## src/design/cmle_pkg.sv

```systemverilog
// shared types, codes and constants of the command mode escape and line editor
// no dependencies
package cmle_pkg;

  // line buffer depth default
  localparam int unsigned LINE_MAX_DEF = 16;

  // register map
  localparam int unsigned PADDR_W          = 3;
  localparam int unsigned PDATA_W          = 32;
  localparam logic        REG_GUARD_TICKS  = 1'b0;   // word index of guard_ticks
  localparam logic [7:0]  GUARD_RESET      = 8'd100;

  // field widths
  localparam int unsigned CHAR_W    = 7;
  localparam int unsigned CMD_LEN_W = 5;

  // input word kinds
  localparam logic [1:0] KIND_BYTE = 2'd0;
  localparam logic [1:0] KIND_TICK = 2'd1;
  localparam logic [1:0] KIND_TAKE = 2'd2;

  // result character kinds
  localparam logic [1:0] CKIND_NONE = 2'd0;
  localparam logic [1:0] CKIND_ECHO = 2'd1;
  localparam logic [1:0] CKIND_CMD  = 2'd2;

  // characters
  localparam logic [7:0] CH_CR    = 8'h0D;
  localparam logic [7:0] CH_BS    = 8'h08;
  localparam logic [7:0] CH_DEL   = 8'h7F;
  localparam logic [7:0] CH_PLUS  = 8'h2B;
  localparam logic [6:0] CH_LF7   = 7'h0A;
  localparam logic [6:0] CH_BS7   = 7'h08;
  localparam logic [6:0] CH_SP7   = 7'h20;
  localparam logic [6:0] CH_A7    = 7'h41;
  localparam logic [6:0] CH_T7    = 7'h54;

  // escape detector phases
  localparam logic [2:0] PH_IDLE    = 3'd0;
  localparam logic [2:0] PH_PLUS1   = 3'd1;
  localparam logic [2:0] PH_PLUS2   = 3'd2;
  localparam logic [2:0] PH_PLUS3   = 3'd3;
  localparam logic [2:0] PH_CLOSING = 3'd4;

  // one result word
  typedef struct packed {
    logic [CMD_LEN_W-1:0] cmd_length;
    logic                 cmd_ready;
    logic                 mode_active;
    logic                 last;
    logic [1:0]           char_kind;
    logic [CHAR_W-1:0]    out_char;
  } out_word_t;

endpackage

```

## src/design/cmle_line_mem.sv

```systemverilog
// line buffer memory: one write port, one read port, registered read data
// depends on nothing
module cmle_line_mem #(
  parameter int unsigned DEPTH = 16,
  parameter int unsigned WIDTH = 7,
  parameter int unsigned AW    = $clog2(DEPTH)
) (
  input  logic             clk_i,
  input  logic             we_i,
  input  logic [AW-1:0]    waddr_i,
  input  logic [WIDTH-1:0] wdata_i,
  input  logic [AW-1:0]    raddr_i,
  output logic [WIDTH-1:0] rdata_o
);

  logic [WIDTH-1:0] mem_q [DEPTH];

  always_ff @(posedge clk_i) begin
    if (we_i) begin
      mem_q[waddr_i] <= wdata_i;
    end
    rdata_o <= mem_q[raddr_i];
  end

endmodule

```

## src/design/cmle_ctrl.sv

```systemverilog
// sequencer: escape detector, guard counter, line editor and command drain
// depends on cmle_pkg, drives the cmle_line_mem ports
module cmle_ctrl import cmle_pkg::*; #(
  parameter int unsigned LINE_MAX = LINE_MAX_DEF,
  parameter int unsigned AW       = $clog2(LINE_MAX),
  parameter int unsigned LW       = $clog2(LINE_MAX + 1)
) (
  input  logic              clk_i,
  input  logic              rst_ni,
  input  logic [7:0]        guard_ticks_i,
  input  logic              in_valid_i,
  output logic              in_ready_o,
  input  logic [1:0]        in_kind_i,
  input  logic [7:0]        in_byte_i,
  output logic              out_valid_o,
  input  logic              out_ready_i,
  output out_word_t         out_word_o,
  output logic              mem_we_o,
  output logic [AW-1:0]     mem_waddr_o,
  output logic [CHAR_W-1:0] mem_wdata_o,
  output logic [AW-1:0]     mem_raddr_o,
  input  logic [CHAR_W-1:0] mem_rdata_i
);

  localparam logic [2:0] ST_IDLE = 3'd0;
  localparam logic [2:0] ST_ONE  = 3'd1;
  localparam logic [2:0] ST_BS3  = 3'd2;
  localparam logic [2:0] ST_TAKE = 3'd3;
  localparam logic [2:0] ST_AT   = 3'd4;

  localparam logic [LW-1:0] LEN_MAX = LW'(LINE_MAX);

  logic [2:0]        state_q, state_d;
  logic              mode_q, mode_d;
  logic              sub_q, sub_d;
  logic [2:0]        phase_q, phase_d;
  logic [7:0]        guard_q, guard_d;
  logic [LW-1:0]     len_q, len_d;
  logic [LW-1:0]     tlen_q, tlen_d;
  logic [AW-1:0]     idx_q, idx_d;
  logic [CHAR_W-1:0] char_q, char_d;
  logic [1:0]        ckind_q, ckind_d;
  logic [1:0]        cnt_q, cnt_d;
  logic              out_valid_q, out_valid_d;
  out_word_t         out_q, out_d;

  logic              out_free;
  logic              accept;
  logic              take_last;
  logic [7:0]        guard_dec;
  logic [7:0]        up_char;

  assign out_free  = !out_valid_q || out_ready_i;
  assign in_ready_o = (state_q == ST_IDLE);
  assign accept    = in_valid_i && in_ready_o;
  assign take_last = ((LW'(idx_q) + LW'(1)) == tlen_q);
  assign guard_dec = guard_q - 8'd1;
  assign up_char   = ((in_byte_i >= 8'h61) && (in_byte_i <= 8'h7A)) ? (in_byte_i - 8'h20)
                                                                     : in_byte_i;

  assign out_valid_o = out_valid_q;
  assign out_word_o  = out_q;

  // result word with the status as it stands after the current item
  function automatic out_word_t make_word(logic [CHAR_W-1:0] ch, logic [1:0] kind,
                                          logic lst, logic mode, logic sub,
                                          logic [LW-1:0] len);
    out_word_t w;
    w.out_char    = ch;
    w.char_kind   = kind;
    w.last        = lst;
    w.mode_active = mode;
    w.cmd_ready   = sub;
    w.cmd_length  = CMD_LEN_W'(len);
    return w;
  endfunction

  always_comb begin
    state_d     = state_q;
    mode_d      = mode_q;
    sub_d       = sub_q;
    phase_d     = phase_q;
    guard_d     = guard_q;
    len_d       = len_q;
    tlen_d      = tlen_q;
    idx_d       = idx_q;
    char_d      = char_q;
    ckind_d     = ckind_q;
    cnt_d       = cnt_q;
    out_valid_d = out_valid_q;
    out_d       = out_q;
    mem_we_o    = 1'b0;
    mem_waddr_o = len_q[AW-1:0];
    mem_wdata_o = up_char[CHAR_W-1:0];
    mem_raddr_o = idx_q;

    if (out_valid_q && out_ready_i) begin
      out_valid_d = 1'b0;
    end

    unique case (state_q)
      ST_IDLE: begin
        mem_raddr_o = '0;
        if (accept) begin
          // a status word unless something below says otherwise
          state_d = ST_ONE;
          char_d  = '0;
          ckind_d = CKIND_NONE;
          unique case (in_kind_i)
            KIND_BYTE: begin
              if (mode_q) begin
                if (!sub_q) begin
                  if (in_byte_i == CH_CR) begin
                    char_d  = CH_LF7;
                    ckind_d = CKIND_ECHO;
                    sub_d   = 1'b1;
                  end else if ((in_byte_i == CH_BS) || (in_byte_i == CH_DEL)) begin
                    if (len_q != '0) begin
                      len_d   = len_q - LW'(1);
                      cnt_d   = 2'd0;
                      state_d = ST_BS3;
                    end
                  end else if (len_q < LEN_MAX) begin
                    if ((in_byte_i >= 8'h20) && (in_byte_i <= 8'h7E)) begin
                      mem_we_o = 1'b1;
                      len_d    = len_q + LW'(1);
                      char_d   = up_char[CHAR_W-1:0];
                      ckind_d  = CKIND_ECHO;
                    end
                  end else begin
                    // overflow drops back to data mode
                    mode_d = 1'b0;
                    len_d  = '0;
                  end
                end
              end else begin
                if (in_byte_i != CH_PLUS) begin
                  phase_d = PH_IDLE;
                  guard_d = guard_ticks_i;
                end else if ((phase_q == PH_PLUS1) || (phase_q == PH_PLUS2)) begin
                  phase_d = phase_q + 3'd1;
                end else if (phase_q == PH_PLUS3) begin
                  phase_d = PH_CLOSING;
                  guard_d = guard_ticks_i;
                end else begin
                  phase_d = PH_IDLE;
                  guard_d = guard_ticks_i;
                end
              end
            end
            KIND_TICK: begin
              if (guard_q != 8'd0) begin
                guard_d = guard_dec;
                if (guard_dec == 8'd0) begin
                  if (phase_q == PH_CLOSING) begin
                    mode_d      = 1'b1;
                    phase_d     = PH_IDLE;
                    sub_d       = 1'b1;
                    len_d       = LW'(2);
                    mem_we_o    = 1'b1;
                    mem_waddr_o = '0;
                    mem_wdata_o = CH_A7;
                    state_d     = ST_AT;
                  end else if ((phase_q == PH_IDLE) || (phase_q > PH_CLOSING)) begin
                    phase_d = PH_PLUS1;
                  end
                end
              end
            end
            KIND_TAKE: begin
              if (sub_q) begin
                if (len_q != '0) begin
                  tlen_d  = len_q;
                  idx_d   = '0;
                  state_d = ST_TAKE;
                end
                len_d = '0;
                sub_d = 1'b0;
              end
            end
            default: begin
            end
          endcase
        end
      end

      ST_ONE: begin
        if (out_free) begin
          out_valid_d = 1'b1;
          out_d       = make_word(char_q, ckind_q, 1'b1, mode_q, sub_q, len_q);
          state_d     = ST_IDLE;
        end
      end

      ST_BS3: begin
        if (out_free) begin
          out_valid_d = 1'b1;
          out_d       = make_word((cnt_q == 2'd1) ? CH_SP7 : CH_BS7, CKIND_ECHO,
                                  cnt_q == 2'd2, mode_q, sub_q, len_q);
          cnt_d       = cnt_q + 2'd1;
          if (cnt_q == 2'd2) begin
            state_d = ST_IDLE;
          end
        end
      end

      ST_TAKE: begin
        // read data belongs to idx_q; the next address is read while this one goes out
        if (out_free) begin
          out_valid_d = 1'b1;
          out_d       = make_word(mem_rdata_i, CKIND_CMD, take_last, mode_q, sub_q, len_q);
          if (take_last) begin
            idx_d   = '0;
            state_d = ST_IDLE;
          end else begin
            idx_d       = idx_q + AW'(1);
            mem_raddr_o = idx_q + AW'(1);
          end
        end
      end

      ST_AT: begin
        mem_we_o    = 1'b1;
        mem_waddr_o = AW'(1);
        mem_wdata_o = CH_T7;
        state_d     = ST_ONE;
      end

      default: begin
        state_d = ST_IDLE;
      end
    endcase
  end

  always_ff @(posedge clk_i or negedge rst_ni) begin
    if (!rst_ni) begin
      state_q     <= ST_IDLE;
      mode_q      <= 1'b0;
      sub_q       <= 1'b0;
      phase_q     <= PH_IDLE;
      guard_q     <= GUARD_RESET;
      len_q       <= '0;
      idx_q       <= '0;
      cnt_q       <= 2'd0;
      out_valid_q <= 1'b0;
    end else begin
      state_q     <= state_d;
      mode_q      <= mode_d;
      sub_q       <= sub_d;
      phase_q     <= phase_d;
      guard_q     <= guard_d;
      len_q       <= len_d;
      idx_q       <= idx_d;
      cnt_q       <= cnt_d;
      out_valid_q <= out_valid_d;
    end
  end

  always_ff @(posedge clk_i) begin
    tlen_q  <= tlen_d;
    char_q  <= char_d;
    ckind_q <= ckind_d;
    out_q   <= out_d;
  end

endmodule

```

## src/design/command_mode_escape_and_line_editor_unit.sv

```systemverilog
// top level of the command mode escape detector and line editor
// depends on cmle_pkg, cmle_line_mem and cmle_ctrl
//
// usage
//   input words arrive on the s_axis group: tuser carries the kind (received
//   byte, timer tick, take command) and tdata the byte. result words leave on
//   the m_axis group: tuser carries the character kind, tlast marks the final
//   word of an input, tdata the character and the status
//   guard_ticks is written through the apb port while the block is idle
// timing
//   one input is worked on at a time; a word is accepted in the idle state
//   and its first result is loaded into the result register by the state it
//   leads to, an escape completion first writing the second preloaded character
//   the input is freed once the last result of a word is loaded; an erase
//   loads backspace, space and backspace, an escape completion its status word
//   a command drain sends one character per cycle while m_axis_tready_i is high,
//   its synchronous read port reading the next line memory entry while one is sent
// reset
//   data mode, empty line, escape detector waiting for idle, guard count 100
// stall
//   the result register holds its word while m_axis_tready_i is low, and the
//   sequencer waits with it; no result is ever lost
module command_mode_escape_and_line_editor_unit import cmle_pkg::*; #(
  parameter int unsigned LINE_MAX = LINE_MAX_DEF
) (
  input  logic               clk_i,
  input  logic               rst_ni,
  // input words
  input  logic               s_axis_tvalid_i,
  output logic               s_axis_tready_o,
  input  logic [7:0]         s_axis_tdata_i,   // [7:0] byte_value
  input  logic [1:0]         s_axis_tuser_i,   // [1:0] kind
  // result words
  output logic               m_axis_tvalid_o,
  input  logic               m_axis_tready_i,
  output logic [15:0]        m_axis_tdata_o,   // [6:0] out_char, [7] mode_active,
                                               // [8] cmd_ready, [13:9] cmd_length, zero above
  output logic [1:0]         m_axis_tuser_o,   // [1:0] char_kind
  output logic               m_axis_tlast_o,
  // configuration
  input  logic               psel,
  input  logic               penable,
  input  logic               pwrite,
  input  logic [PADDR_W-1:0] paddr,
  input  logic [PDATA_W-1:0] pwdata,
  output logic [PDATA_W-1:0] prdata,
  output logic               pready
);

  localparam int unsigned AW = $clog2(LINE_MAX);
  localparam int unsigned LW = $clog2(LINE_MAX + 1);

  logic [7:0]        guard_ticks_q;
  logic              cfg_write;
  logic              reg_hit;
  out_word_t         out_word;
  logic              mem_we;
  logic [AW-1:0]     mem_waddr;
  logic [CHAR_W-1:0] mem_wdata;
  logic [AW-1:0]     mem_raddr;
  logic [CHAR_W-1:0] mem_rdata;

  // register file: a single word, byte offsets within it ignored
  assign pready    = 1'b1;
  assign reg_hit   = (paddr[PADDR_W-1] == REG_GUARD_TICKS);
  assign cfg_write = psel && penable && pwrite && pready && reg_hit;
  assign prdata    = reg_hit ? PDATA_W'(guard_ticks_q) : '0;

  always_ff @(posedge clk_i or negedge rst_ni) begin
    if (!rst_ni) begin
      guard_ticks_q <= GUARD_RESET;
    end else if (cfg_write) begin
      guard_ticks_q <= pwdata[7:0];
    end
  end

  cmle_ctrl #(
    .LINE_MAX (LINE_MAX),
    .AW       (AW),
    .LW       (LW)
  ) u_ctrl (
    .clk_i         (clk_i),
    .rst_ni        (rst_ni),
    .guard_ticks_i (guard_ticks_q),
    .in_valid_i    (s_axis_tvalid_i),
    .in_ready_o    (s_axis_tready_o),
    .in_kind_i     (s_axis_tuser_i),
    .in_byte_i     (s_axis_tdata_i),
    .out_valid_o   (m_axis_tvalid_o),
    .out_ready_i   (m_axis_tready_i),
    .out_word_o    (out_word),
    .mem_we_o      (mem_we),
    .mem_waddr_o   (mem_waddr),
    .mem_wdata_o   (mem_wdata),
    .mem_raddr_o   (mem_raddr),
    .mem_rdata_i   (mem_rdata)
  );

  // line buffer, contents undefined until written
  cmle_line_mem #(
    .DEPTH (LINE_MAX),
    .WIDTH (CHAR_W),
    .AW    (AW)
  ) u_line_mem (
    .clk_i   (clk_i),
    .we_i    (mem_we),
    .waddr_i (mem_waddr),
    .wdata_i (mem_wdata),
    .raddr_i (mem_raddr),
    .rdata_o (mem_rdata)
  );

  // pack the result word onto the stream
  assign m_axis_tdata_o = {2'b00, out_word.cmd_length, out_word.cmd_ready,
                           out_word.mode_active, out_word.out_char};
  assign m_axis_tuser_o = out_word.char_kind;
  assign m_axis_tlast_o = out_word.last;

endmodule

```

## config.mk

```make
export PLATFORM = sky130hd
export DESIGN_NAME = command_mode_escape_and_line_editor_unit
export DESIGN_NICKNAME = d
export VERILOG_FILES = /design/src/design/cmle_pkg.sv /design/src/design/cmle_line_mem.sv /design/src/design/cmle_ctrl.sv /design/src/design/command_mode_escape_and_line_editor_unit.sv
export SDC_FILE = /design/constraint.sdc
export NUM_CORES = 1
export LEC_CHECK = 0
export BUFFER_PORTS_ARGS = -buffer_cell sky130_fd_sc_hd__buf_4
export CORE_ASPECT_RATIO = 1.1
export CORE_MARGIN = 10
export CORE_UTILIZATION = 58
export DETAILED_ROUTE_END_ITERATION = 10
export PLACE_DENSITY = 0.85
export SYNTH_ARGS = -nofsm -noshare
export SYNTH_HDL_FRONTEND = slang
export SYNTH_SLANG_ARGS = --single-unit
```

## constraint.sdc

```tcl
create_clock -name clk_i -period 3.89 [get_ports clk_i]
set_clock_uncertainty 0.1 [all_clocks]
set_input_delay 0.9725 -clock clk_i [delete_from_list [all_inputs] [get_ports clk_i]]
set_output_delay 0.9725 -clock clk_i [all_outputs]
set_load 0.01 [all_outputs]
```

# --- Word level (Yosys, flattened, before mapping) ---
# Memory sizes are Yosys's and may differ from the RTL's. A register that Yosys moved wholly into a read port is not among the register bits.
# Cells that the tools add are included.
totals:
  mem_bits_rw: 112
  reg_bits: 67
  input_bits: 52
  out_inout_bits: 54
  n_memories: 1
  elab_cells: 242
op_classes:
  order_cmp: 6
  eq_ne: 43
  n_bitwise: 5
  add_sub_neg: 8
  n_reduce_logical: 38
  muxes: 120
mem_list:
  columns: ["name", "words", "width", "rd", "rd_ports_with_merged_regs", "write_ports", "line_no", "text"]
  rows:
  - ["u_line_mem.mem_q", 16, 7, 1, 1, 1, "cmle_line_mem.sv:16", "logic [WIDTH-1:0] mem_q [DEPTH];"]
op_table:
  columns: ["op", "n"]
  rows:
  - ["$mux 4", 17]
  - ["$mux 3", 22]
  - ["$mux 5", 11]
  - ["$mux 17", 3]
  - ["$pmux 17 s3", 1]
  - ["$mux 7", 6]
  - ["$mux 8", 5]
  - ["$mux 1", 30]
  - ["$ne 2x2->1 const B", 12]
  - ["$pmux 4 s2", 3]
  - ["$reduce_and 6->1", 4]
  - ["$mux 2", 10]
  - ["$ne 2x1->1 const B", 10]
  - ["$eq 8x4->1 const B", 2]
  - ["$le 8x7->1 const B", 2]
  - ["$pmux 8 s2", 1]
  - ["$pmux 3 s5", 1]
  - ["$pmux 5 s3", 1]
  - ["$pmux 7 s2", 1]
  - ["$reduce_and 7->1", 2]
  - ["$eq 3x2->1 const B", 4]
  - ["$reduce_and 12->1", 1]
  - ["$pmux 3 s3", 1]
  - ["$reduce_and 9->1", 1]
  - ["other kinds (45)", 69]

# --- Logic depth before layout (Yosys ltp) ---
depth:
  word_depth: 13
  ltp_mapped: 12
  ltp_nobuf: 12

# --- Hierarchy ---
# Synthesis repeated with hierarchy kept, for this count alone.
unflattened:
  cells_unflattened: 639
  area_unflattened_um2: 8896.0
by_module_without_submodules:
  columns: ["mod", "seq_area_each_um2", "instances", "cells_per_inst", "area_each_um2"]
  rows:
  - ["cmle_line_mem", 3503.4, 1, 203, 4530.6]
  - ["cmle_ctrl", 1605.3, 1, 382, 3767.4]
  - ["command_mode_escape_and_line_editor_unit", 203.9, 1, 54, 598.1]

# --- Worst setup path after synthesis ---
# Ideal clock, no wire load.
synth_timing:
  kind: "input -> register"
  startpoint: "input s_axis_tdata_i[3]"
  endpoint: "memory u_line_mem.mem_q[7][0] (enable)"
  required_time_ns: 3.397
  cell_stages: 7
  path_buffers: 1
  arrival_ns: 3.033
  setup_ns: 0.393
  setup_slack_ns: 0.364
  cell_sequence: "clkbuf_1 > nor3_1 > a311oi_1 > nor2_1 > nand3b_1 > or3_1 > nor4b_1"
synth_between:
  elab_chain_cells: 13
  word_cells_on_any_way: 18
  classes_between: "2 x order compare; 3 x eq/ne; 11 x mux; 2 x reduce/logical"
synth_rtl:
  columns: ["element", "line_no", "text"]
  rows:
  - ["from (decl)", "command_mode_escape_and_line_editor_unit.sv:31", "input logic [7:0] s_axis_tdata_i,"]
  - ["$ge 8x6->1 / $le 8x7->1 (equally long branches)", "cmle_ctrl.sv:124", "if ((in_byte_i >= 8'h20) && (in_byte_i <= 8'h7E)) begin"]
  - ["$logic_and 1x1->1", "cmle_ctrl.sv:124", null]
  - ["$mux 1", "cmle_ctrl.sv:124", null]
  - ["$mux 1", "cmle_ctrl.sv:123", "end else if (len_q < LEN_MAX) begin"]
  - ["$mux 1", "cmle_ctrl.sv:117", "end else if ((in_byte_i == CH_BS) || (in_byte_i == CH_DEL)) begin"]
  - ["$mux 1 *", "cmle_ctrl.sv:113", "if (in_byte_i == CH_CR) begin"]
  - ["$mux 1 *", "cmle_ctrl.sv:112", "if (!sub_q) begin"]
  - ["$mux 1 *", "cmle_ctrl.sv:111", "if (mode_q) begin"]
  - ["$pmux 1 s2 *", "cmle_ctrl.sv:109", "unique case (in_kind_i)"]
  - ["$mux 1 *", "cmle_ctrl.sv:104", "if (accept) begin"]
  - ["$pmux 1 s2 *", "cmle_ctrl.sv:101", "unique case (state_q)"]
  - ["$mux 1 *", "cmle_line_mem.sv:19", "if (we_i) begin"]
  - ["$mux 1 (implied by the code) *", "cmle_line_mem.sv:20", "mem_q[waddr_i] <= wdata_i;"]
  - ["to (decl)", "cmle_line_mem.sv:16", null]
# Mark *: on every way between the ends. The rest lies on a longest branch, timed or not.

# --- Worst setup path in the final report ---
layout_timing:
  startpoint: "register u_ctrl.idx_q[0]"
  endpoint: "register u_line_mem.rdata_o[0] (read register of u_line_mem.mem_q)"
layout_between:
  elab_chain_cells: 5
  word_cells_on_any_way: 6
  classes_between: "2 x add/sub; 1 x eq/ne; 3 x mux"
layout_rtl:
  columns: ["element", "line_no", "text"]
  rows:
  - ["from (decl)", "cmle_ctrl.sv:40", "logic [AW-1:0] idx_q, idx_d;"]
  - ["from (signal assigned)", "cmle_ctrl.sv:253", "idx_q <= idx_d;"]
  - ["$add 4x1->5", "cmle_ctrl.sv:56", "assign take_last = ((LW'(idx_q) + LW'(1)) == tlen_q);"]
  - ["$eq 5x5->1", "cmle_ctrl.sv:56", null]
  - ["$mux 4", "cmle_ctrl.sv:212", "if (take_last) begin"]
  - ["$mux 4", "cmle_ctrl.sv:209", "if (out_free) begin"]
  - ["$pmux 4 s2 *", "cmle_ctrl.sv:101", null]
  - ["to (decl)", "cmle_line_mem.sv:13", "output logic [WIDTH-1:0] rdata_o"]
# Marks and branches as above.
# A chain may end at the register's enable or synchronous reset.

==> flow_summary.json <==
{
  "fillerInstances": 1011,
  "grt_pass1_vias": 5690,
  "report.final.slew_viol_count": 0,
  "min_period_ps": 3490,
  "vias_per_cell": 6.05,
  "clkSinkCount": 185,
  "drt_iter0_drc": 539,
  "yosys.area_share.simple_pct": 10.9,
  "place_ws_ps": -2.58,
  "antenna_found_initial": 0,
  "ys_seq_area_share_pct": 60.1,
  "placed_area_sq_um": 9470,
  "netlist_instances": 655,
  "cp-start-kind": "flip-flop",
  "max-vdd-ir-drop_mv": 0.346,
  "setup_viol": 0,
  "syn_to_final_growth_pct": 13.6,
  "layout-drive-gt1-share_pct": 20.9,
  "yosys.cell_count.top_type": "edfxtp_1",
  "synthAdderAreaFrac_pct": 2.97,
  "grt-ovfl-total": 0,
  "finalPower_mw": 5.87,
  "layout.nets": 806,
  "die_height_um": 149,
  "hold_slack_ps": 386,
  "slew_headroom_pct": 26.9,
  "core_sq_um": 15000,
  "synthMuxAreaShare_pct": 12.1,
  "setup_tns_ps": 0,
  "postCtsSetupBuffers": 0,
  "grt_max_degree": 37,
  "hold_class": "in2async",
  "end_kind": "flip-flop",
  "grt_pass1_wl_um": 29900,
  "io_buffers": 52,
  "vias": 5695,
  "drc": 0,
  "max_slew.worst_pin.slew_ps": 1080,
  "yosysTopAreaCellShare_pct": 48.2,
  "outcome": "complete, no violations",
  "period_share_pct": 89.8,
  "syn_area_sq_um": 8840,
  "synth_top_family_by_area": "multiplexers",
  "r2r_start": "u_ctrl.idx_q[0]",
  "diodes": 0,
  "rrSetupSlack_ps": 400,
  "yosys-top-cells-area": "edfxtp_1, dfrtp_1, mux4_1, ha_1, mux2i_1",
  "ys.flop_type": "edfxtp_1",
  "power_leakage_nw": 3.79,
  "htreeDepth": 4,
  "die_width_um": 138,
  "cap_violations": 0,
  "post-route-util_pct": 67.0,
  "max_freq_mhz": 286,
  "instances_no_fill": 942,
  "arrival_ps": 3680,
  "synth_xor_area_share_pct": 0.962,
  "fp-row-count": 47,
  "clock_latency_ps": 440,
  "place_inst": 910,
  "drt_wl_total_um": 19100,
  "powerDensity_nw_per_um2": 584,
  "yosysUniqueCellTypes": 77,
  "synth_async_sr_flop_share_pct": 19.5,
  "path_clk_slew_ps": 70,
  "synth-compound-area-share_pct": 7.54,
  "grtUsageTotal_pct": 19.0,
  "fin_ws_ps": 396,
  "pin_count": 106,
  "cts_made_buffers": 17,
  "die-area_sq_um": 20600,
  "rsz0062_at_grt": "false",
  "crit_required_ps": 4080,
  "hold_viol_final": 0,
  "synth_largest_area_cell": "edfxtp_1",
  "clk_path_buf_depth": 2,
  "cts-root-buf": "clkbuf_16",
  "postLayoutCellArea_sq_um": 10000,
  "hpwl_um": 13300,
  "cts_tree": "done",
  "path_max_fanout": 20,
  "ant_nets": 0,
  "drt_first_pass_iters": 5,
  "ys_seq_elements": 185,
  "avgSynthCellArea_sq_um": 13.5,
  "gp_congestion": 0.991,
  "synth_warnings": 0,
  "wire_per_inst_um": 20.3,
  "ys_top_cells_by_count": "edfxtp_1, nand2_1, nor2_1",
  "start_util_pct": 59.0,
  "setup.worst_path.start": "u_ctrl.idx_q[0]",
  "synth-edff-count": 142,
  "critPathKind": "reg2reg"
}
[layer usage]
metal | wire, um | vias to the layer above | global-route usage (%)
li1 | - | 2561 | -
met1 | 7350 | 2817 | 22.7
met2 | 9700 | 276 | 32.1
met3 | 1530 | 41 | 4.12
met4 | 502 | 0 | 8.66
met5 | 0 | - | 0
[final timing paths]
check	end	depth (start not counted)
max	u_line_mem.rdata_o[0]	11
min	guard_ticks_q[0]	1
max reg2reg	u_line_mem.rdata_o[0]	11
min reg2reg	guard_ticks_q[3]	1
max in group asynchronous	u_ctrl.guard_q[6]	1
min in group clk_i	guard_ticks_q[3]	1
[cells by family (layout without fill, tap and decap cells)]
kind of cell             after synthesis  in the layout
multiplexers                          62             62
XOR/XNOR                               8              8
other                                  2             27
buffers and inverters                 79            145
flip-flops                           185            185
AND/OR/NAND/NOR                      192            192
AO/OA/AOI/OAI                        106            106
adder cells (fa/ha/maj)               21             21
[layout make-up]
type | instances | area, sq um | area share (%)
inverter | 29 | 109 | 1.08
clock inverter | 12 | 114 | 1.13
multi-input combinational | 416 | 3160 | 31.5
timing repair buffer | 84 | 643 | 6.40
tap | 196 | 245 | 2.44
sequential | 185 | 5310 | 52.9
clock buffer | 20 | 457 | 4.55
[flip-flops by register name, summed over array words and instances (netlist names), 3 cells and up]
signal              count
guard_ticks_q           8
u_ctrl.char_q           7
u_ctrl.guard_q          8
u_ctrl.idx_q            4
u_ctrl.len_q            5
u_ctrl.out_word_o      17
u_ctrl.phase_q          3
u_ctrl.state_q          3
u_ctrl.tlen_q           5
u_line_mem.mem_q      112
u_line_mem.rdata_o      7
[repair_timing]
action	CTS	global route
endpoints found under the setup margin	0	7
hold buffers	0	0
gates resized for setup	0	1
[worst max-delay path, cell delays in order (launching register included)]
cell and delay (ps):
dfrtp_1 450, ha_1 400, xor2_2 210, nor4_4 430
nand2_1 120, ha_1 300, o21ai_2 180, buf_4 300
buf_4 240, mux4_1 350, mux2i_1 170, mux2i_1 100
[cell usage in the layout (no fill, tap or decap), types with 4 or more instances in the layout]
cell / n
clkbuf_16: 17
nand2_1: 55
dfxtp_1: 7
nand4_1: 8
and2_1: 7
a21oi_1: 19
dfrtp_1: 30
ha_1: 21
o21ai_0: 45
buf_4: 83
nor4_1: 4
mux4_2: 4
a31oi_1: 5
inv_1: 29
mux2_2: 9
nor2b_1: 12
nor2_1: 47
xnor2_1: 5
nor3_1: 17
nand3_1: 10
dfstp_2: 6
edfxtp_1: 142
mux4_1: 24
nand2b_1: 5
mux2i_1: 25
conb_1: 27
[power by group]
part           switching (mW)  internal, mW  total (mW)  leakage, nW
Sequential              0.225          2.43        2.65         1.79
Combinational           0.890         0.680        1.57         1.73
Clock                   0.725         0.922        1.65        0.275
Total                    1.84          4.03        5.87         3.79
(Power assumes the default switching activity.)
